<file path="src/fpba_pkg.sv">
// Shared types and constants for the fit-policy block allocator.
// Depends on nothing; the top level refers to it by scoped names.
package fpba_pkg;

    localparam int CMD_W        = 1;
    localparam int SLOT_W       = 4;
    localparam int SIZE_W       = 16;
    localparam int REQ_NUM_W    = 16;
    localparam int GRANT_IDX_W  = 4;
    localparam int S_TDATA_W    = 24;
    localparam int M_TDATA_W    = 24;
    localparam int CFG_INDEX_W  = 2;
    localparam int CFG_DATA_W   = 8;
    localparam int MODE_W       = 2;
    localparam int BLK_COUNT_W  = 5;

    localparam logic [CMD_W-1:0] CMD_LOAD    = 1'b0;
    localparam logic [CMD_W-1:0] CMD_REQUEST = 1'b1;

    localparam logic [MODE_W-1:0] MODE_FIRST_FIT = 2'd0;
    localparam logic [MODE_W-1:0] MODE_BEST_FIT  = 2'd1;
    localparam logic [MODE_W-1:0] MODE_WORST_FIT = 2'd2;

    localparam logic [CFG_INDEX_W-1:0] REG_FIT_MODE    = 2'd0;
    localparam logic [CFG_INDEX_W-1:0] REG_BLOCK_COUNT = 2'd1;

    localparam logic [BLK_COUNT_W-1:0] BLOCK_COUNT_RESET = 5'd16;

endpackage

</file>
<file path="src/fit_policy_block_allocator.sv">
// Top level of the fit-policy block allocator: size table, scan sequencer and stream ports.
// Depends on fpba_pkg for field widths, command codes, fit modes and register indexes.
//
// A load word (tuser 0) writes one table entry; the block stays idle and is ready again in
// the next cycle. A request word (tuser 1) is served by a single comparator that walks the table
// one entry per cycle through a registered memory read, over min(block_count, NUM_BLOCKS) entries,
// stopping early under first fit when a block is found. The result waits in an
// output register, and the next word is accepted while it waits. Each entry has a valid bit that
// reset clears, so no clearing pass is needed after reset.
module fit_policy_block_allocator #(
    parameter int NUM_BLOCKS = 16,
    parameter int SIZE_BITS  = 16
) (
    input  logic                                clk,
    input  logic                                rst_n,
    input  logic                                s_tvalid,
    output logic                                s_tready,
    input  logic [fpba_pkg::S_TDATA_W-1:0]      s_tdata,  // block_slot[3:0], size_value[19:4]
    input  logic [fpba_pkg::CMD_W-1:0]          s_tuser,  // cmd[0]
    output logic                                m_tvalid,
    input  logic                                m_tready,
    output logic [fpba_pkg::M_TDATA_W-1:0]      m_tdata,  // request_number[15:0], granted_block[19:16]
    output logic                                m_tuser,  // granted[0]
    input  logic                                cfg_valid,
    output logic                                cfg_ready,
    input  logic [fpba_pkg::CFG_INDEX_W-1:0]    cfg_index,
    input  logic [fpba_pkg::CFG_DATA_W-1:0]     cfg_data
);

    localparam int IDX_W = (NUM_BLOCKS > 1) ? $clog2(NUM_BLOCKS) : 1;
    localparam int CNT_W = $clog2(NUM_BLOCKS + 1);
    localparam int LIM_W = (CNT_W > fpba_pkg::BLK_COUNT_W) ? CNT_W : fpba_pkg::BLK_COUNT_W;
    localparam int SLW   = (CNT_W > fpba_pkg::SLOT_W) ? CNT_W : fpba_pkg::SLOT_W;
    localparam int CW    = (SIZE_BITS > fpba_pkg::SIZE_W) ? SIZE_BITS : fpba_pkg::SIZE_W;
    localparam int GW    = (IDX_W > fpba_pkg::GRANT_IDX_W) ? IDX_W : fpba_pkg::GRANT_IDX_W;

    typedef enum logic [1:0] {
        ST_IDLE,
        ST_SCAN,
        ST_GRANT
    } state_t;

    state_t                              state_reg;
    logic [fpba_pkg::MODE_W-1:0]         fit_mode_reg;
    logic [fpba_pkg::BLK_COUNT_W-1:0]    block_count_reg;
    logic [fpba_pkg::REQ_NUM_W-1:0]      req_count_reg;
    logic [NUM_BLOCKS-1:0]               valid_reg;
    logic [CNT_W-1:0]                    idx_reg;
    logic [CNT_W-1:0]                    limit_reg;
    logic [CW-1:0]                       want_reg;
    logic                                cmp_vld_reg;
    logic [IDX_W-1:0]                    cmp_idx_reg;
    logic                                found_reg;
    logic [IDX_W-1:0]                    best_idx_reg;
    logic [SIZE_BITS-1:0]                best_size_reg;
    logic                                m_tvalid_reg;
    logic [fpba_pkg::REQ_NUM_W-1:0]      out_num_reg;
    logic                                out_granted_reg;
    logic [fpba_pkg::GRANT_IDX_W-1:0]    out_block_reg;

    logic [SIZE_BITS-1:0]                mem [NUM_BLOCKS];
    logic [SIZE_BITS-1:0]                rdata_reg;
    logic                                rvalid_bit_reg;

    logic [fpba_pkg::SLOT_W-1:0]         in_slot;
    logic [fpba_pkg::SIZE_W-1:0]         in_size;
    logic [SLW-1:0]                      slot_ext;
    logic                                slot_ok;
    logic [CW-1:0]                       load_ext;
    logic [SIZE_BITS-1:0]                load_data;
    logic                                wr_en;
    logic [IDX_W-1:0]                    wr_addr;
    logic                                in_accept;
    logic [LIM_W-1:0]                    bc_ext;
    logic [LIM_W-1:0]                    lim_full;
    logic [CNT_W-1:0]                    lim_next;
    logic [CW-1:0]                       want_next;
    logic                                rd_en;
    logic [IDX_W-1:0]                    rd_addr;
    logic [CW-1:0]                       eff;
    logic [CW-1:0]                       best_ext;
    logic                                is_best;
    logic                                is_worst;
    logic                                take;
    logic                                first_stop;
    logic                                scan_end;
    logic                                out_free;
    logic [GW-1:0]                       best_idx_ext;

    assign s_tready  = (state_reg == ST_IDLE);
    assign cfg_ready = 1'b1;
    assign in_accept = s_tvalid && s_tready;
    assign in_slot   = s_tdata[fpba_pkg::SLOT_W-1:0];
    assign in_size   = s_tdata[fpba_pkg::SLOT_W+fpba_pkg::SIZE_W-1:fpba_pkg::SLOT_W];

    assign slot_ext  = SLW'(in_slot);
    assign slot_ok   = slot_ext < SLW'(NUM_BLOCKS);
    assign load_ext  = CW'(in_size);
    assign load_data = load_ext[SIZE_BITS-1:0];
    assign wr_addr   = slot_ext[IDX_W-1:0];
    assign wr_en     = in_accept && (s_tuser == fpba_pkg::CMD_LOAD) && slot_ok;

    assign bc_ext    = LIM_W'(block_count_reg);
    assign lim_full  = (bc_ext > LIM_W'(NUM_BLOCKS)) ? LIM_W'(NUM_BLOCKS) : bc_ext;
    assign lim_next  = lim_full[CNT_W-1:0];
    assign want_next = (in_size == '0) ? CW'(1) : CW'(in_size);

    assign is_best    = (fit_mode_reg == fpba_pkg::MODE_BEST_FIT);
    assign is_worst   = (fit_mode_reg == fpba_pkg::MODE_WORST_FIT);
    assign eff        = rvalid_bit_reg ? CW'(rdata_reg) : '0;
    assign best_ext   = CW'(best_size_reg);
    assign take       = cmp_vld_reg && (eff >= want_reg)
                        && (!found_reg || (is_best && (eff < best_ext))
                            || (is_worst && (eff > best_ext)));
    assign first_stop = take && !is_best && !is_worst;
    assign scan_end   = first_stop || (idx_reg == limit_reg);
    assign rd_en      = (state_reg == ST_SCAN) && !scan_end;
    assign rd_addr    = idx_reg[IDX_W-1:0];
    assign out_free   = !m_tvalid_reg || m_tready;
    assign best_idx_ext = GW'(best_idx_reg);

    assign m_tvalid = m_tvalid_reg;
    assign m_tuser  = out_granted_reg;
    assign m_tdata  = fpba_pkg::M_TDATA_W'({out_block_reg, out_num_reg});

    always_ff @(posedge clk)
    begin
        if (wr_en)
        begin
            mem[wr_addr] <= load_data;
        end
        if (rd_en)
        begin
            rdata_reg      <= mem[rd_addr];
            rvalid_bit_reg <= valid_reg[rd_addr];
        end
    end

    always_ff @(posedge clk or negedge rst_n)
    begin
        if (!rst_n)
        begin
            state_reg       <= ST_IDLE;
            fit_mode_reg    <= fpba_pkg::MODE_FIRST_FIT;
            block_count_reg <= fpba_pkg::BLOCK_COUNT_RESET;
            req_count_reg   <= '0;
            valid_reg       <= '0;
            idx_reg         <= '0;
            limit_reg       <= '0;
            want_reg        <= '0;
            cmp_vld_reg     <= 1'b0;
            cmp_idx_reg     <= '0;
            found_reg       <= 1'b0;
            best_idx_reg    <= '0;
            best_size_reg   <= '0;
            m_tvalid_reg    <= 1'b0;
            out_num_reg     <= '0;
            out_granted_reg <= 1'b0;
            out_block_reg   <= '0;
        end
        else
        begin
            if (cfg_valid)
            begin
                case (cfg_index)
                    fpba_pkg::REG_FIT_MODE:    fit_mode_reg    <= cfg_data[fpba_pkg::MODE_W-1:0];
                    fpba_pkg::REG_BLOCK_COUNT: block_count_reg <= cfg_data[fpba_pkg::BLK_COUNT_W-1:0];
                    default:                   ;
                endcase
            end

            if (m_tready && (state_reg != ST_GRANT))
            begin
                m_tvalid_reg <= 1'b0;
            end

            case (state_reg)
                ST_IDLE:
                begin
                    if (wr_en)
                    begin
                        valid_reg[wr_addr] <= 1'b1;
                    end
                    if (in_accept && (s_tuser == fpba_pkg::CMD_REQUEST))
                    begin
                        req_count_reg <= req_count_reg + 1'b1;
                        limit_reg     <= lim_next;
                        want_reg      <= want_next;
                        idx_reg       <= '0;
                        cmp_vld_reg   <= 1'b0;
                        found_reg     <= 1'b0;
                        best_idx_reg  <= '0;
                        best_size_reg <= '0;
                        state_reg     <= ST_SCAN;
                    end
                end
                ST_SCAN:
                begin
                    if (take)
                    begin
                        found_reg     <= 1'b1;
                        best_idx_reg  <= cmp_idx_reg;
                        best_size_reg <= eff[SIZE_BITS-1:0];
                    end
                    if (scan_end)
                    begin
                        cmp_vld_reg <= 1'b0;
                        state_reg   <= ST_GRANT;
                    end
                    else
                    begin
                        cmp_vld_reg <= 1'b1;
                        cmp_idx_reg <= rd_addr;
                        idx_reg     <= idx_reg + 1'b1;
                    end
                end
                ST_GRANT:
                begin
                    if (out_free)
                    begin
                        m_tvalid_reg    <= 1'b1;
                        out_num_reg     <= req_count_reg;
                        out_granted_reg <= found_reg;
                        out_block_reg   <= found_reg
                                           ? best_idx_ext[fpba_pkg::GRANT_IDX_W-1:0] : '0;
                        if (found_reg)
                        begin
                            valid_reg[best_idx_reg] <= 1'b0;
                        end
                        state_reg <= ST_IDLE;
                    end
                end
                default:
                begin
                    state_reg <= ST_IDLE;
                end
            endcase
        end
    end

endmodule

</file>
<file path="config.mk">
export PLATFORM = sky130hd
export DESIGN_NAME = fit_policy_block_allocator
export DESIGN_NICKNAME = d
export VERILOG_FILES = /design/src/fpba_pkg.sv /design/src/fit_policy_block_allocator.sv
export SDC_FILE = /design/constraint.sdc
export NUM_CORES = 1
export LEC_CHECK = 0
export BUFFER_PORTS_ARGS = -buffer_cell sky130_fd_sc_hd__buf_2
export CORE_ASPECT_RATIO = 1.25
export CORE_MARGIN = 4
export CORE_UTILIZATION = 50
export CTS_CLUSTER_DIAMETER = 200
export DETAILED_ROUTE_END_ITERATION = 7
export GPL_ROUTABILITY_DRIVEN = 1
export PLACE_DENSITY = 0.67
export SYNTH_ARGS = -nofsm -noshare
export SYNTH_HDL_FRONTEND = slang
export SYNTH_SLANG_ARGS = --single-unit
export TNS_END_PERCENT = 30
</file>
<file path="constraint.sdc">
create_clock -name clk -period 3.5 [get_ports clk]
set_input_delay 0.525 -clock clk [delete_from_list [all_inputs] [get_ports clk]]
set_output_delay 0.525 -clock clk [all_outputs]
set_load 0.02 [all_outputs]
</file>
# After elaboration in Yosys (flattened, before gate mapping)

Memories as Yosys holds them, arrays and structs flattened. A register that Yosys moved wholly into a read port is not among the register bits.
Cells that the tools add are included.

Add/sub/neg operators: 2
Magnitude comparators: 10
Equality and inequality tests: 14
Muxes and demuxes: 37
Bitwise operators: 5
Reduce and logical (&&, ||, !) cells: 38

Operators by type and width:

| cell                    | count |
|---|---|
| $mux W16                | 7 |
| $pmux W16 S2            | 2 |
| $lt A4 B5 Y1 const B    | 4 |
| $add A16 B1 Y16 const B | 1 |
| $and A16 B16 Y16        | 1 |
| $ge A16 B16 Y1          | 1 |
| $gt A16 B16 Y1          | 1 |
| $logic_not A16 Y1       | 1 |
| $lt A16 B16 Y1          | 1 |
| $not A16 Y16            | 1 |
| $or A16 B16 Y16         | 1 |
| $mux W5                 | 3 |
| $logic_and A1 B1 Y1     | 14 |
| $mux W4                 | 3 |
| $ne A2 B2 Y1 const B    | 6 |
| $reduce_and A2 Y1       | 6 |
| $mux W1                 | 11 |
| $pmux W5 S2             | 1 |
| $reduce_and A3 Y1       | 3 |
| $demux W1 S4            | 2 |
| $ge A4 B1 Y1 const B    | 2 |
| $pmux W4 S2             | 1 |
| $eq A2 B1 Y1 const B    | 3 |
| $mux W2                 | 3 |
| other kinds (14)        | 27 |

Bits in registers: 116
RAM bits: 256
Output and inout bits: 28
Logic and storage cells: 125
Memories: 1

Memories:

| memory | words | width | rd ports | clocked after memory_dff | write ports | RTL line                         | RTL |
|---|---|---|---|---|---|---|---|
| mem    | 16    | 16    | 1        | 1                        | 1           | fit_policy_block_allocator.sv:61 | `logic [SIZE_BITS-1:0] mem [NUM_BLOCKS];` |

# Depth between registers and ports, before layout

Depth after elaboration: 11
Depth in mapped cells: 13

# Worst setup path after synthesis

OpenSTA, ideal clock, no wires.

Kind: reg-to-reg
Start point: register rvalid_bit_reg
End point: register rdata_reg[0] (read register of mem) (enable)
Data arrival time: 2.710 ns
Required time: 3.128 ns
Path slack: 0.418 ns
Stages on the path, launching flop included: 13
Cells stage by stage: edfxtp_1 > buf_6 > clkbuf_1 > nand2_1 > inv_1 > ha_1 > a21o_1 > a221o_1 > a221oi_2 > o211ai_1 > a31o_2 > buf_6 > inv_1

Longest elaborated chain between the ends: 11
Elaborated cells on any way between the ends: 15
Those cells by class: order compare (3); mux (1); reduce/logical (11)

RTL lines:

| what                               | RTL line                          | RTL |
|---|---|---|
| from (decl)                        | fit_policy_block_allocator.sv:63  | `logic rvalid_bit_reg;` |
| from (signal assigned)             | fit_policy_block_allocator.sv:135 | `rvalid_bit_reg <= valid_reg[rd_addr];` |
| $mux W16 *                         | fit_policy_block_allocator.sv:110 | `assign eff = rvalid_bit_reg ? CW'(rdata_reg) : '0;` |
| $lt A16 B16 Y1                     | fit_policy_block_allocator.sv:113 | `&& (!found_reg \|\| (is_best && (eff < best_ext))` |
| $logic_and A1 B1 Y1                | fit_policy_block_allocator.sv:113 |  |
| $logic_or A1 B1 Y1                 | fit_policy_block_allocator.sv:113 |  |
| $logic_or A1 B1 Y1                 | fit_policy_block_allocator.sv:114 | `\|\| (is_worst && (eff > best_ext)));` |
| $logic_and A1 B1 Y1 *              | fit_policy_block_allocator.sv:113 |  |
| $logic_and A1 B1 Y1 * (2 in a row) | fit_policy_block_allocator.sv:115 | `assign first_stop = take && !is_best && !is_worst;` |
| $logic_or A1 B1 Y1 *               | fit_policy_block_allocator.sv:116 | `assign scan_end = first_stop \|\| (idx_reg == limit_reg);` |
| $logic_not A1 Y1 *                 | fit_policy_block_allocator.sv:117 | `assign rd_en = (state_reg == ST_SCAN) && !scan_end;` |
| $logic_and A1 B1 Y1 *              | fit_policy_block_allocator.sv:117 |  |
| named net rd_en                    | fit_policy_block_allocator.sv:78  | `logic rd_en;` |
| to (decl)                          | fit_policy_block_allocator.sv:62  | `logic [SIZE_BITS-1:0] rdata_reg;` |

Mark *: on every way through the listed nets, which the timed path passes. The rest lies on a longest branch.
A chain may end at the register's enable or synchronous reset.

# Worst setup path in the final report

Start point: register rvalid_bit_reg
End point: register rdata_reg[12] (read register of mem) (enable)

The elaborated chain is that of the path after synthesis.

==> run_results.csv <==
group,metric,value,unit
synthesis,async_reset_ff_frac,0.296,
drt,vias,9168,
timing,timing.final.crit_period,2990,ps
timing,setup_viol,0,
worst_setup_path,worstPathCellList,"buf_4 > nand2_1 > inv_1 > ha_1 > a21o_1 > a221o_1 > a221oi_2 > o211ai_1 > a31o_2 > inv_1 > buf_12",
worst_setup_path,arrival,3220,ps
die,die_h,209,um
clocking,clockRootBuffer,"clkbuf_16",
synthesis,synth_common_cells,"273 x edfxtp_1, 141 x nand2_1, 114 x dfrtp_1",
cells_and_area,largest_register_ffs,256,
worst_setup_path,cp_max_fo,17,
die,die_w,169,um
synthesis,yosysWarnings,0,
clocking,cts_sinks,388,
grt,antenna_found_initial,0,
pwr,p_per_area,721,mW/mm^2
clocking,cts_buffers,39,
timing,relSlewSlack,0.380,
timing,holdWs,45.2,ps
synthesis,yosysMostFrequentCell,"edfxtp_1",
drt,drt_wl_total,34.2,mm
grt,grt_start_max_net_pins,53,
pwr,irDropWorstVdd,0.408,mV
synthesis,synth_area_leaders,"edfxtp_1 51%, dfrtp_1 18%, mux2i_1 5.1%",
cells_and_area,area_growth,13.0,%
worst_setup_path,crit_type,"flip-flop to flip-flop",
clocking,cts_buffer_depth,3,
clocking,postCtsHoldBufs,0,
cells_and_area,diodes,0,
pwr,leakage,6.98,nW
run,maxCapViolations,0,
synthesis,synth_top_area_share,0.507,
grt,grt.total_usage,0.195,
drt,drtPass1Iterations,5,
die,start_util,0.508,
placed_design,hpwl,21.1,mm
clocking,post_cts_buffers,0,
grt,gr-total-overflow,0,
clocking,clkTransAtPathRegs,60,ps
timing,slew_violations,0,
cells_and_area,fin_area,0.0183,mm^2
synthesis,synth_flop_cell,"edfxtp_1",
worst_setup_path,crit_top_cell,"inv_1",
timing,setup_tns,0,ps
timing,hold_viol_final,0,
timing,rsz0062_at_grt,"no",
placed_design,io_buffers,55,
drt,avgViaCountPerCell,5.67,
die,dieArea,0.0353,mm^2
placed_design,post_dp_cell_area,0.0171,mm^2
synthesis,synth_seq_cells,388,
drt,drtIter0Drc,650,
synthesis,syn_area_per_cell,14.7,um^2
synthesis,netlist_area,0.0162,mm^2
clocking,cts_tree,"done",
die,core,0.0319,mm^2
hold_path,hp-class,"input pin to asynchronous set/reset pin",
timing,finClkSkew,17.6,ps
pwr,power,13.2,mW
cells_and_area,final_nets,1252,
clocking,worstSkewPairLatency,530,ps
worst_setup_path,worstPathRequired,3730,ps
synthesis,ys_types,58,
cells_and_area,largest-register,"mem",
drt,wl_per_cell,21.2,um
cells_and_area,postLayoutCoreUtil,0.573,
run_status,status,"finished clean",
clocking,cts_htree_levels,2,
synthesis,yosysSeqAreaShare,0.685,
worst_setup_path,slowest_delay,560,ps
die,rows,73,
grt,grt_pass1_vias,9281,
placed_design,gp_congestion,0.832,
timing,tightest_slew,928,ps
worst_setup_path,critPathCaptureType,"flip-flop",
worst_setup_path,slowest_stage,"edfxtp_1",
timing,period_share,0.854,
grt,grt_pass1_wl,53.5,mm
synthesis,yosysTopAreaCell,"edfxtp_1",
clocking,cts_resized,0,
timing,fmax,0.335,GHz
synthesis,synthCells,1098,
worst_setup_path,crit_path_start_kind,"flip-flop",
cells_and_area,drive_above_1_share,0.190,
drt,ant_nets,0,
drt,remaining_drc_errors,0,
synthesis,synth_edf_count,273,
die,ioPinCount,68,
## worst paths after layout
check                          startpoint                to  slack, ps  cells after the start
setup reg to reg           rvalid_bit_reg     rdata_reg[12]        510                     11
min in group clk              cfg_data[4]         bc_ext[4]        240                      2
hold reg to reg            out_num_reg[9]    out_num_reg[9]        490                      2
hold / removal                      rst_n  req_count_reg[8]         50                      1
max in group asynchronous           rst_n      valid_reg[8]       2600                      2
setup / recovery           rvalid_bit_reg     rdata_reg[12]        510                     11
## report_power, final
group          internal (mW)  switching [mW]
combinational           1.49            1.84
clock                   2.24            1.64
sequential              5.51           0.448
## per-layer routing
layer	global-route usage	share of wire
met4	0.0504	0.018
met5	0	0
met3	0.0280	0.046
met2	0.336	0.51
met1	0.263	0.42
## area by class of cell
type,instances,area (um^2)
Clock buffer,58,1100
Clock inverter,8,71.3
Fill cell,2488,13600
Inverter,55,206
Multi-Input combinational cell,608,4710
Sequential cell,388,11100
Tap cell,412,515
Timing Repair Buffer,88,588
## cells by family (layout without fill, tap and decap cells)
| family | after synthesis | after routing | share of synthesized area |
|---|---|---|---|
| xor gates and xnor gates | 22 | 22 | 0.0119 |
| adders and majority gates | 33 | 33 | 0.0254 |
| muxes | 147 | 147 | 0.120 |
| buffers and inverters | 105 | 209 | 0.0280 |
| DFF | 388 | 388 | 0.685 |
| AOI/OAI and AO/OA | 148 | 148 | 0.0591 |
| and+or+nand+nor | 253 | 253 | 0.0701 |
| other | 2 | 5 | 0.000464 |
## cell usage in the layout (no fill, tap or decap), drive strengths merged, types with 4 or more instances in the layout
| cell | count |
|---|---|
| a211oi | 5 |
| nor2 | 43 |
| mux4 | 34 |
| a21oi | 33 |
| xor2 | 8 |
| clkbuf | 58 |
| a221oi | 18 |
| clkinv | 7 |
| nand3b | 6 |
| and3 | 7 |
| a22oi | 17 |
| ha | 32 |
| nand2b | 7 |
| dfrtp | 114 |
| nor3 | 7 |
| inv | 55 |
| mux2i | 83 |
| nor2b | 4 |
| xnor2 | 14 |
| nand2 | 142 |
| edfxtp | 273 |
| a21o | 5 |
| buf | 88 |
| nand3 | 17 |
| mux2 | 30 |
| nor4 | 5 |
| o21ai | 50 |
| conb | 5 |
| nand4 | 8 |
## per-stage QoR
step	worst slack, ps	std cells
5_1_grt	297	1617
4_1_cts	476	1617
3_3_place_gp	499	1551
3_5_place_dp	479	1551
2_1_floorplan	418	1101
6_report	512	1617
## worst max-delay path, delay by kind of cell, from the launching register on
| family | cells | cell delay (ps) |
|---|---|---|
| AOI/OAI and AO/OA | 5 | 1230 |
| adders and majority gates | 1 | 170 |
| buffers and inverters | 4 | 650 |
| DFF | 1 | 560 |
| and+or+nand+nor | 1 | 80 |
No activity file was read; power rests on OpenSTA's default activity.
